$ cat src/hw/rtl/ntpc_pkg.sv
// Shared types and constants for the NTP seconds to calendar converter.
package ntpc_pkg;

	localparam int unsigned SECS_BIAS    = 604800;  // one week, keeps the sum positive
	localparam int unsigned DAY_RECIP    = 99420;   // floor(2^26 / 675)
	localparam int unsigned WEEK_RECIP   = 18724;   // floor(2^17 / 7)
	localparam int unsigned HOUR_RECIP   = 36;      // floor(2^13 / 225)
	localparam int unsigned QUAD_RECIP   = 44;      // floor(2^16 / 1461)
	localparam int unsigned MIN_RECIP    = 68;      // floor(2^10 / 15)
	localparam int unsigned DAYS_TO_2000 = 36531;   // including the week of bias
	localparam int unsigned DAYS_CENTURY = 36525;

	typedef struct packed {
		logic [6:0] year_since_2000;
		logic [3:0] month;
		logic [4:0] day_of_month;
		logic [2:0] weekday;
		logic [4:0] hours;
		logic [5:0] minutes;
		logic [5:0] seconds;
		logic       out_of_range;
	} cal_t;

	// first day of month idx (0 = January), counted from the start of the year
	function automatic logic [8:0] month_start(input logic [3:0] idx, input logic leap);
		logic [8:0] s;
		case (idx)
			4'd0:    s = 9'd0;
			4'd1:    s = 9'd31;
			4'd2:    s = 9'd59;
			4'd3:    s = 9'd90;
			4'd4:    s = 9'd120;
			4'd5:    s = 9'd151;
			4'd6:    s = 9'd181;
			4'd7:    s = 9'd212;
			4'd8:    s = 9'd243;
			4'd9:    s = 9'd273;
			4'd10:   s = 9'd304;
			4'd11:   s = 9'd334;
			default: s = 9'd0;
		endcase
		if (leap && idx >= 4'd2) begin
			s = s + 9'd1;
		end
		return s;
	endfunction

endpackage

$ cat src/hw/rtl/ntp_seconds_to_calendar.sv
// Converts an NTP seconds count plus a local offset into local date and time.
// Eight-stage pipeline: one transfer may enter every cycle, and a stall on the
// output holds the whole pipeline.
// Stage 1 adds the offset, stages 2-3 split days from the second of day by a
// reciprocal multiply, stages 4-8 derive weekday, time of day and the date.
// Years outside 2000..2099 set the tuser flag and zero year, month and day.
module ntp_seconds_to_calendar (
	input  logic        clk,
	input  logic        arst_n,
	input  logic        cfg_we,
	input  logic [16:0] cfg_wdata,      // utc_offset_seconds, signed
	input  logic        s_axis_tvalid,
	output logic        s_axis_tready,
	input  logic [31:0] s_axis_tdata,   // ntp_seconds
	output logic        m_axis_tvalid,
	input  logic        m_axis_tready,
	// year_since_2000[6:0], month[10:7], day_of_month[15:11], weekday[18:16],
	// hours[23:19], minutes[29:24], seconds[35:30], zero fill [39:36]
	output logic [39:0] m_axis_tdata,
	output logic [0:0]  m_axis_tuser    // out_of_range
);
	import ntpc_pkg::*;

	logic signed [16:0] offset_q;
	logic               en;
	logic               v_s1;
	logic [32:0]        secs_s1;
	logic               v_days;
	logic [16:0]        days;
	logic [16:0]        tod;
	cal_t               cal;

	assign en = !m_axis_tvalid || m_axis_tready;
	assign s_axis_tready = en;

	always_ff @(posedge clk or negedge arst_n) begin
		if (!arst_n) begin
			offset_q <= 17'sd3600;
		end else if (cfg_we) begin
			offset_q <= signed'(cfg_wdata);
		end
	end

	always_ff @(posedge clk or negedge arst_n) begin
		if (!arst_n) begin
			v_s1 <= 1'b0;
		end else if (en) begin
			v_s1 <= s_axis_tvalid;
		end
	end

	// sum is always positive once the week of bias is added
	always_ff @(posedge clk) begin
		if (en) begin
			secs_s1 <= 33'(s_axis_tdata) + 33'(offset_q) + 33'(SECS_BIAS);
		end
	end

	ntpc_day_split u_day_split (
		.clk    (clk),
		.arst_n (arst_n),
		.en     (en),
		.v_in   (v_s1),
		.secs   (secs_s1),
		.v_out  (v_days),
		.days   (days),
		.tod    (tod)
	);

	ntpc_calendar u_calendar (
		.clk    (clk),
		.arst_n (arst_n),
		.en     (en),
		.v_in   (v_days),
		.days   (days),
		.tod    (tod),
		.v_out  (m_axis_tvalid),
		.cal    (cal)
	);

	assign m_axis_tdata = {4'd0, cal.seconds, cal.minutes, cal.hours, cal.weekday,
		cal.day_of_month, cal.month, cal.year_since_2000};
	assign m_axis_tuser = cal.out_of_range;

endmodule

$ cat src/hw/rtl/ntpc_day_split.sv
// Splits biased seconds into day count and second of day (two stages).
module ntpc_day_split (
	input  logic        clk,
	input  logic        arst_n,
	input  logic        en,
	input  logic        v_in,
	input  logic [32:0] secs,
	output logic        v_out,
	output logic [16:0] days,
	output logic [16:0] tod
);
	import ntpc_pkg::*;

	logic [42:0] prod;
	logic [25:0] q1_s2;
	logic [6:0]  lo_s2;
	logic [16:0] qe_s2;
	logic        v_s2;

	logic [26:0] back;
	logic [10:0] r;
	logic [16:0] days_n;
	logic [9:0]  rr;
	logic [16:0] days_s3;
	logic [16:0] tod_s3;
	logic        v_s3;

	// 86400 = 128 * 675: shift off the 128, then reciprocal estimate for 675
	assign prod = 43'(secs[32:7]) * 43'(DAY_RECIP);

	always_ff @(posedge clk or negedge arst_n) begin
		if (!arst_n) begin
			v_s2 <= 1'b0;
		end else if (en) begin
			v_s2 <= v_in;
		end
	end

	always_ff @(posedge clk) begin
		if (en) begin
			q1_s2 <= secs[32:7];
			lo_s2 <= secs[6:0];
			qe_s2 <= prod[42:26];
		end
	end

	always_comb begin
		back = 27'(qe_s2) * 27'd675;
		r = 11'(27'(q1_s2) - back);
		if (r >= 11'd675) begin
			days_n = qe_s2 + 17'd1;
			rr = 10'(r - 11'd675);
		end else begin
			days_n = qe_s2;
			rr = r[9:0];
		end
	end

	always_ff @(posedge clk or negedge arst_n) begin
		if (!arst_n) begin
			v_s3 <= 1'b0;
		end else if (en) begin
			v_s3 <= v_s2;
		end
	end

	always_ff @(posedge clk) begin
		if (en) begin
			days_s3 <= days_n;
			tod_s3  <= {rr, lo_s2};
		end
	end

	assign v_out = v_s3;
	assign days  = days_s3;
	assign tod   = tod_s3;

endmodule

$ cat src/hw/rtl/ntpc_calendar.sv
// Day count and second of day to weekday, date and time of day (five stages).
module ntpc_calendar (
	input  logic                clk,
	input  logic                arst_n,
	input  logic                en,
	input  logic                v_in,
	input  logic [16:0]         days,
	input  logic [16:0]         tod,
	output logic                v_out,
	output ntpc_pkg::cal_t      cal
);
	import ntpc_pkg::*;

	// stage 4: reciprocal estimates
	logic [31:0] wprod;
	logic [18:0] hprod;
	logic [21:0] qprod;
	logic [15:0] d_n;
	logic        oor_n;
	logic        v_s4, oor_s4;
	logic [16:0] days_s4, tod_s4;
	logic [14:0] wq_s4;
	logic [5:0]  he_s4, qe_s4;
	logic [15:0] d_s4;

	// stage 5: corrections
	logic [3:0]  wr;
	logic [2:0]  wd_n;
	logic [12:0] hr;
	logic [4:0]  h_n;
	logic [11:0] remh_n;
	logic [11:0] qr;
	logic [4:0]  quad_n;
	logic [10:0] qrem_n;
	logic        v_s5, oor_s5;
	logic [2:0]  wd_s5;
	logic [4:0]  h_s5, quad_s5;
	logic [11:0] remh_s5;
	logic [10:0] qrem_s5;

	// stage 6: minute estimate, year within the four-year block
	logic [16:0] mprod;
	logic [10:0] r2;
	logic [1:0]  yinq;
	logic [8:0]  yrem_n;
	logic        v_s6, oor_s6, leap_s6;
	logic [2:0]  wd_s6;
	logic [4:0]  h_s6;
	logic [11:0] remh_s6;
	logic [5:0]  me_s6;
	logic [6:0]  year_s6;
	logic [8:0]  yrem_s6;

	// stage 7: minutes, seconds, month index
	logic [6:0]  rs;
	logic [5:0]  min_n, sec_n;
	logic [3:0]  cnt;
	logic        v_s7, oor_s7, leap_s7;
	logic [2:0]  wd_s7;
	logic [4:0]  h_s7;
	logic [5:0]  min_s7, sec_s7;
	logic [6:0]  year_s7;
	logic [8:0]  yrem_s7;
	logic [3:0]  cnt_s7;

	// stage 8: output register
	logic [8:0]  mday;
	logic        v_s8;
	cal_t        cal_s8;

	always_comb begin
		wprod = 32'(days) * 32'(WEEK_RECIP);
		hprod = 19'(tod[16:4]) * 19'(HOUR_RECIP);
		d_n   = 16'(days - 17'(DAYS_TO_2000));
		oor_n = (days < 17'(DAYS_TO_2000)) || (days >= 17'(DAYS_TO_2000 + DAYS_CENTURY));
		qprod = 22'(d_n) * 22'(QUAD_RECIP);
	end

	always_ff @(posedge clk or negedge arst_n) begin
		if (!arst_n) begin
			v_s4 <= 1'b0;
			v_s5 <= 1'b0;
			v_s6 <= 1'b0;
			v_s7 <= 1'b0;
			v_s8 <= 1'b0;
		end else if (en) begin
			v_s4 <= v_in;
			v_s5 <= v_s4;
			v_s6 <= v_s5;
			v_s7 <= v_s6;
			v_s8 <= v_s7;
		end
	end

	always_ff @(posedge clk) begin
		if (en) begin
			days_s4 <= days;
			tod_s4  <= tod;
			wq_s4   <= wprod[31:17];
			he_s4   <= hprod[18:13];
			d_s4    <= d_n;
			qe_s4   <= qprod[21:16];
			oor_s4  <= oor_n;
		end
	end

	always_comb begin
		wr = 4'(days_s4 - 17'(wq_s4) * 17'd7);
		wd_n = (wr >= 4'd7) ? 3'(wr - 4'd7) : wr[2:0];
		hr = 13'(tod_s4 - 17'(he_s4) * 17'd3600);
		if (hr >= 13'd3600) begin
			h_n = 5'(he_s4 + 6'd1);
			remh_n = 12'(hr - 13'd3600);
		end else begin
			h_n = he_s4[4:0];
			remh_n = hr[11:0];
		end
		qr = 12'(d_s4 - 16'(qe_s4) * 16'd1461);
		if (qr >= 12'd1461) begin
			quad_n = 5'(qe_s4 + 6'd1);
			qrem_n = 11'(qr - 12'd1461);
		end else begin
			quad_n = qe_s4[4:0];
			qrem_n = qr[10:0];
		end
	end

	always_ff @(posedge clk) begin
		if (en) begin
			wd_s5   <= wd_n;
			h_s5    <= h_n;
			remh_s5 <= remh_n;
			quad_s5 <= quad_n;
			qrem_s5 <= qrem_n;
			oor_s5  <= oor_s4;
		end
	end

	always_comb begin
		mprod = 17'(remh_s5[11:2]) * 17'(MIN_RECIP);
		r2 = qrem_s5 - 11'd366;
		if (qrem_s5 < 11'd366) begin
			yinq = 2'd0;
			yrem_n = qrem_s5[8:0];
		end else if (r2 >= 11'd730) begin
			yinq = 2'd3;
			yrem_n = 9'(r2 - 11'd730);
		end else if (r2 >= 11'd365) begin
			yinq = 2'd2;
			yrem_n = 9'(r2 - 11'd365);
		end else begin
			yinq = 2'd1;
			yrem_n = r2[8:0];
		end
	end

	always_ff @(posedge clk) begin
		if (en) begin
			wd_s6   <= wd_s5;
			h_s6    <= h_s5;
			remh_s6 <= remh_s5;
			me_s6   <= mprod[15:10];
			year_s6 <= {quad_s5, yinq};
			yrem_s6 <= yrem_n;
			leap_s6 <= (yinq == 2'd0);
			oor_s6  <= oor_s5;
		end
	end

	always_comb begin
		rs = 7'(remh_s6 - 12'(me_s6) * 12'd60);
		if (rs >= 7'd60) begin
			min_n = me_s6 + 6'd1;
			sec_n = 6'(rs - 7'd60);
		end else begin
			min_n = me_s6;
			sec_n = rs[5:0];
		end
		cnt = 4'd0;
		for (int k = 1; k < 12; k++) begin
			cnt = cnt + 4'(yrem_s6 >= month_start(4'(k), leap_s6));
		end
	end

	always_ff @(posedge clk) begin
		if (en) begin
			wd_s7   <= wd_s6;
			h_s7    <= h_s6;
			min_s7  <= min_n;
			sec_s7  <= sec_n;
			year_s7 <= year_s6;
			yrem_s7 <= yrem_s6;
			leap_s7 <= leap_s6;
			cnt_s7  <= cnt;
			oor_s7  <= oor_s6;
		end
	end

	assign mday = yrem_s7 - month_start(cnt_s7, leap_s7) + 9'd1;

	always_ff @(posedge clk) begin
		if (en) begin
			cal_s8.year_since_2000 <= oor_s7 ? 7'd0 : year_s7;
			cal_s8.month           <= oor_s7 ? 4'd0 : cnt_s7 + 4'd1;
			cal_s8.day_of_month    <= oor_s7 ? 5'd0 : mday[4:0];
			cal_s8.weekday         <= wd_s7 + 3'd1;
			cal_s8.hours           <= h_s7;
			cal_s8.minutes         <= min_s7;
			cal_s8.seconds         <= sec_s7;
			cal_s8.out_of_range    <= oor_s7;
		end
	end

	assign v_out = v_s8;
	assign cal   = cal_s8;

endmodule

$ cat config.mk
export PLATFORM = sky130hd
export DESIGN_NAME = ntp_seconds_to_calendar
export DESIGN_NICKNAME = d
export VERILOG_FILES = /design/src/hw/rtl/ntpc_pkg.sv /design/src/hw/rtl/ntp_seconds_to_calendar.sv /design/src/hw/rtl/ntpc_day_split.sv /design/src/hw/rtl/ntpc_calendar.sv
export SDC_FILE = /design/constraint.sdc
export NUM_CORES = 1
export LEC_CHECK = 0
export BUFFER_PORTS_ARGS = -buffer_cell sky130_fd_sc_hd__buf_2
export CAP_MARGIN = 15
export CORE_AREA = 2 2 242 244
export CTS_CLUSTER_SIZE = 24
export DETAILED_ROUTE_END_ITERATION = 16
export DIE_AREA = 0 0 244 246
export PLACE_DENSITY = 0.72
export SYNTH_ARGS = -nofsm -noshare
export SYNTH_HDL_FRONTEND = slang
export SYNTH_SLANG_ARGS = --single-unit
$ cat constraint.sdc
create_clock -name clk -period 12.3 [get_ports clk]
set_input_delay 0.615 -clock clk [delete_from_list [all_inputs] [get_ports clk]]
set_output_delay 0.615 -clock clk [all_outputs]
set_load 0.03 [all_outputs]
==> results of run 1 <==
[cell families after synthesis]
| family | synth area share |
|---|---|
| AOI/OAI and AO/OA | 0.09098 |
| xor gates and xnor gates | 0.06907 |
| adders and majority gates | 0.3489 |
| buffers and inverters | 0.06872 |
| DFF | 0.3421 |
| muxes | 0.01340 |
| other | 0.0001321 |
| and+or+nand+nor | 0.06669 |
[stage by stage]
| step | hold slack (ns) | setup WS (ns) | instances |
|---|---|---|---|
| floorplan | 0.3194 | 1.441 | 2545 |
| global placement | 0.4009 | 6.319 | 3381 |
| detailed placement | 0.4045 | 6.080 | 3381 |
| CTS | 0.02363 | 6.050 | 3455 |
| global route | 0.06255 | 5.720 | 3455 |
| finish | 0.03396 | 6.049 | 3455 |
[final cells by class]
cell class / instances / area [um^2]
multi-input cells: 1710 / 16740
inverters: 481 / 1805
flip-flops and latches: 329 / 9709
clock buffers: 51 / 1074
fillers: 4902 / 26310
clock inverters: 23 / 267.8
repair buffers: 96 / 503.0
well taps: 765 / 957.2
[cell usage after synthesis (12+ instances only)]
cell	count
ha_1	494
inv_1	480
edfxtp_1	299
fa_1	186
xnor2_1	161
a21oi_1	116
nor2_1	108
nand2_1	81
o21ai_0	67
xor2_1	61
a21o_1	49
nand3_1	46
nor3_1	27
mux2_2	24
o21a_1	23
dfrtp_1	21
nor2b_1	21
nand4_1	19
a31oi_1	16
and3_1	15
and2_1	12
o21bai_1	12
[worst paths after layout]
path / cells after the start / start / to
min in group clk: 3 / cfg_wdata[12] / offset_q[12]
worst min register to register: 0 / u_day_split.lo_s2[0] / u_day_split.tod[0]
worst max-delay path: 20 / secs_s1[10] / u_day_split.qe_s2[6]
max in group asynchronous: 1 / arst_n / u_calendar.v_out
worst max register to register: 20 / secs_s1[10] / u_day_split.qe_s2[6]
worst min-delay path: 1 / arst_n / u_calendar.v_s4
[layer usage]
layer,global-route usage,vias to the layer above,wire (um)
met4,0.07102,0,1783
met2,0.3441,292,27690
met1,0.2132,8666,22130
met3,0.02233,106,1552
met5,0,-,0
li1,-,8940,-
[state kept, by name, indices dropped and copies added (netlist names), 9 cells and up, named ones only]
signal	cells
u_day_split.tod	17
secs_s1	33
u_calendar.yrem_s6	9
u_calendar.qrem_s5	11
u_calendar.d_s4	12
u_day_split.q1_s2	11
u_calendar.tod_s4	13
u_calendar.cal	37
offset_q	17
u_calendar.remh_s5	12
u_day_split.qe_s2	17
u_day_split.days	17
[worst max-delay path: stages, from the launching register on]
cell and delay, ns:
edfxtp_1 0.59, ha_1 0.37, ha_1 0.27, inv_1 0.05, fa_1 0.52, inv_1 0.08, fa_1 0.51, fa_1 0.56
inv_1 0.06, fa_1 0.53, inv_1 0.04, ha_1 0.33, a211o_1 0.30, a21oi_1 0.18, nand2_1 0.08, nor4_1 0.62
o31ai_1 0.23, a21oi_1 0.26, o21bai_1 0.13, a21oi_1 0.20, xnor2_1 0.08
==> impl_metrics.toml, run 1 <==
[sta]
period_minus_slack_ns = 6.251
period_share = 0.5082
slew_viol_final = 0
finalHoldViolCount = 0
finalSetupViolations = 0
rsz0062_at_grt = "false"
worst_pin_slew_ns = 1.126
slew_headroom = 0.2495
setup-tns-final_ns = 0
fmax_mhz = 160.0
finClkSkew_ns = 0.02349

[cts]
post_cts_resized = 0
cts_hold_buf = 0
cts_tree = "yes"
cts.path.max_buffers = 3
cts_setup_buffers = 0
clkTransAtPathRegs_ns = 0.07
cts_root_buf = "clkbuf_16"
worstSkewPairLatency_ns = 0.58
clock_sinks = 329
cts_buffers = 40
cts_max_level = 2

[worst_setup_path]
required_ns = 12.61
rrSetupSlack_ns = 6.05
cp-end-kind = "flip-flop"
crit_type = "reg2reg"
critPathLaunchType = "flip-flop"
crit_path_max_fanout = 8
cp.arrival_ns = 6.56

[finish]
mostFrequentLayoutCells = "ha_1 (494), inv_1 (480), edfxtp_1 (299)"
fin_nets = 3392
drive_gt1_frac = 0.08327
diodes = 0
area_delta_synth_final_pct = 9.424
final_cell_area_mm2 = 0.03106
final_common_cell = "ha_1"
fin_util = 0.5414

[global_route]
grt_pass1_vias = 19260
grt_max_degree = 148
antenna_found_initial = 0
grt_pass1_wl_mm = 90.48
track_usage = 0.1837
overflow = 0

[logic_synthesis]
synth_cell_types = 87
synthTopCellsByArea = "edfxtp_1 (32%), ha_1 (22%), fa_1 (13%), inv_1 (6.3%), xnor2_1 (5.0%)"
syn-cell-area_mm2 = 0.02838
async_reset_ff_frac = 0.07599
yosys_most_used_dff = "edfxtp_1"
synth_edf_count = 299
netlist.area_leader.share = 0.3163
synth_seq_area_share = 0.3421
yosysWarningCount = 0
yosys.area.top_type = "edfxtp_1"
synthCells = 2542
synth.avg_cell_area_um2 = 11.17
ys_ff_latch = 329

[drt]
ant_nets = 0
detail_route.iter0.violations = 586
wl_per_cell_um = 15.39
first_pass_iters = 6
vias = 18000
vias_per_cell = 5.211
drcViolationCount = 0
wl_mm = 53.16

[floorplan]
die_area_mm2 = 0.06002
rows = 88
core_area_mm2 = 0.05737
io_pins = 97
die_h_um = 246
initial_core_util = 0.4948
die_x_um = 244

[hold_path]
hp-class = "in2async"

[placement]
place_area_mm2 = 0.02972
port_buffers = 92
dp_hpwl_mm = 42.72
gp_congestion = 0.8837

[outcome]
status = "finished clean"

[flow_run]
cap_violations = 0
Power of run 1 is left out: the tool's default activity adds up to more than one toggle a clock period on the data nets, which glitch-free logic cannot reach.
==> run 2: changes to the inputs <==
--- a/config.mk
+++ b/config.mk
@@ -5,13 +5,14 @@
 export SDC_FILE = /design/constraint.sdc
 export NUM_CORES = 1
 export LEC_CHECK = 0
+export ABC_AREA = 1
 export BUFFER_PORTS_ARGS = -buffer_cell sky130_fd_sc_hd__buf_2
 export CAP_MARGIN = 15
-export CORE_AREA = 2 2 242 244
+export CORE_AREA = 2 2 251 253
 export CTS_CLUSTER_SIZE = 24
 export DETAILED_ROUTE_END_ITERATION = 16
-export DIE_AREA = 0 0 244 246
-export PLACE_DENSITY = 0.72
+export DIE_AREA = 0 0 253 255
+export PLACE_DENSITY = 0.74
 export SYNTH_ARGS = -nofsm -noshare
 export SYNTH_HDL_FRONTEND = slang
 export SYNTH_SLANG_ARGS = --single-unit
==> constraint.sdc (replaced) <==
create_clock -name clk -period 5.25 [get_ports clk]
set_input_delay 0.2625 -clock clk [delete_from_list [all_inputs] [get_ports clk]]
set_output_delay 0.2625 -clock clk [all_outputs]
set_load 0.03 [all_outputs]
==> run 2 against run 1 <==
Against the previous run: via count grew 22%; non-clock buffer count up 61; fmax increased by 23%; first-iteration DRC count rose by 65%; critical endpoint is now u_day_split.qe_s2[12].
==> impl_metrics.toml, run 2 <==
[outcome]
status = "finished clean"

[placement]
gp_congestion = 0.9238
port_buffers = 92
place_area_mm2 = 0.03226
dp_hpwl_mm = 50.05

[worst_setup_path]
cp_num_buf_inv = 5
cp-end-kind = "flip-flop"
crit_type = "reg2reg"
cp.arrival_ns = 5.41
critPathLaunchType = "flip-flop"
path_common_cell = "inv_1"
critPathSlowestCell = "fa_1"
critPathTopFamily = "adder cells"
crit_path_max_fanout = 6
path_cells = "ha_1 -> ha_1 -> fa_1 -> inv_1 -> fa_1 -> inv_1 -> fa_1 -> inv_1 -> fa_1 -> inv_1 -> ha_2 -> nand2_1 -> nor2_1 -> inv_1 -> nor4_1 -> o21ai_0 -> nand4_1 -> nand2_1"
required_ns = 5.56
slowest_delay_ns = 0.53

[finish]
largest_reg_flops = 37
area_delta_synth_final_pct = 10.80
fin_nets = 4234
final_common_cell = "inv_1"
drive_gt1_frac = 0.07540
final_cell_area_mm2 = 0.03393
mostFrequentLayoutCells = "inv_1 (639), nand2_1 (625), ha_1 (492)"
fin_util = 0.5459
n_fill_cell = 5500

[sta]
finalHoldViolCount = 0
period_share = 0.9716
slew_headroom = 0.4519
finalSetupViolations = 0
fmax_mhz = 196.0
finClkSkew_ns = 0.01711
worst_pin_slew_ns = 0.8204
period_minus_slack_ns = 5.101
rsz0062_at_grt = "true"
slew_viol_final = 0

[logic_synthesis]
netlist.area_leader.share = 0.2932
synthCells = 3324
async_reset_ff_frac = 0.07599
synth_commonest_cells = "inv_1 (647), nand2_1 (626), ha_1 (494), edfxtp_1 (299), nor2_1 (191)"
syn-cell-area_mm2 = 0.03062
synth_seq_area_share = 0.3171
yosys.area.top_type = "edfxtp_1"
synth_cell_types = 62
ys_ff_latch = 329
yosysWarningCount = 0
synthTopCellsByArea = "edfxtp_1 (29%), ha_1 (20%), fa_1 (12%), inv_1 (7.9%), nand2_1 (7.7%)"
synth.avg_cell_area_um2 = 9.212
synth_most_common_cell = "inv_1"
synth_edf_count = 299
yosys_most_used_dff = "edfxtp_1"

[floorplan]
initial_core_util = 0.4926
die_h_um = 255
core_area_mm2 = 0.06216
die_area_mm2 = 0.06452
io_pins = 97
die_x_um = 253
rows = 92

[hold_path]
hp-class = "in2reg"

[flow_run]
cap_violations = 0

[drt]
wl_mm = 61.69
vias_per_cell = 5.073
first_pass_iters = 7
vias = 21960
drcViolationCount = 0
wl_per_cell_um = 14.25
detail_route.iter0.violations = 965
ant_nets = 0

[cts]
worstSkewPairLatency_ns = 0.56
cts_tree = "yes"
cts_buffers = 39
clkTransAtPathRegs_ns = 0.07
cts.path.max_buffers = 3
cts_root_buf = "clkbuf_16"
cts_max_level = 2
clock_sinks = 329

[global_route]
antenna_found_initial = 2
grt_pass1_wl_mm = 103.2
grt_pass1_vias = 21730
grt_max_degree = 121
track_usage = 0.1960
overflow = 0
[run 2: kinds of logic (layout without fill, tap and decap cells)]
family | Yosys count | count (layout) | synth area share
AO/OA/AOI/OAI | 350 | 350 | 0.06627
XOR/XNOR | 198 | 198 | 0.05737
adder cells (fa/ha/maj) | 680 | 680 | 0.3234
buffers and inverters | 680 | 881 | 0.08487
flip-flops | 329 | 329 | 0.3171
multiplexers | 12 | 12 | 0.004413
other | 1 | 6 | 0.0001225
AND/OR/NAND/NOR | 1074 | 1074 | 0.1464
[run 2: final timing paths]
path	from	endpoint	slack (ns)	cells after the start
setup / recovery	secs_s1[21]	u_day_split.qe_s2[12]	0.15	18
hold / removal	cfg_we	offset_q[11]	0.15	3
setup reg to reg	secs_s1[21]	u_day_split.qe_s2[12]	0.15	18
hold reg to reg	u_calendar.h_s7[2]	u_calendar.cal[15]	0.42	0
max in group asynchronous	arst_n	u_calendar.v_s7	4.57	2
min in group asynchronous	arst_n	offset_q[12]	0.27	2
[run 2: cell type report]
| type | instances | area (um^2) | area share |
|---|---|---|---|
| diodes | 2 | 5.005 | 0.0001475 |
| clock buffers | 46 | 1002 | 0.02954 |
| clock inverters | 23 | 296.5 | 0.008740 |
| inverters | 655 | 2466 | 0.07268 |
| multi-input cells | 2318 | 18420 | 0.5430 |
| flip-flops and latches | 329 | 9709 | 0.2862 |
| well taps | 799 | 999.7 | 0.02946 |
| repair buffers | 157 | 1027 | 0.03028 |
[run 2: repair_timing]
item	CTS	global route
buffers inserted	0	8
hold buffers	20	0
endpoints found under the setup margin	0	15
gates resized for setup	0	36
endpoints found under the hold margin	40	0
[run 2: per-layer routing]
metal,up-vias,part of all wire,track usage
li1,11220,-,-
met1,10250,0.43,0.2381
met2,373,0.50,0.3530
met3,117,0.039,0.02848
met4,0,0.033,0.07219
met5,-,0,0
[run 2: worst register-to-register path: stages (launching register included)]
cell      delay (ns)
edfxtp_1        0.47
ha_1            0.33
ha_1            0.34
fa_1            0.53
inv_1           0.06
fa_1            0.52
inv_1           0.05
fa_1            0.52
inv_1           0.05
fa_1            0.52
inv_1           0.04
ha_2            0.37
nand2_1         0.10
nor2_1          0.18
inv_1           0.10
nor4_1          0.30
o21ai_0         0.19
nand4_1         0.12
nand2_1         0.06
[run 2: per-stage QoR]
stage | TNS (ns) | hold WS [ns] | setup slack (ns) | cells
floorplan | 0 | -0.03309 | 0.2281 | 3327
global placement | 0 | 0.3064 | 0.1583 | 4230
detailed placement | 0 | 0.3098 | 0.02210 | 4230
CTS | 0 | 0.1216 | 0.03163 | 4319
global route | -0.2091 | 0.1675 | -0.05350 | 4327
finish | 0 | 0.1492 | 0.1492 | 4329
Power of run 2 is left out for the same reason.
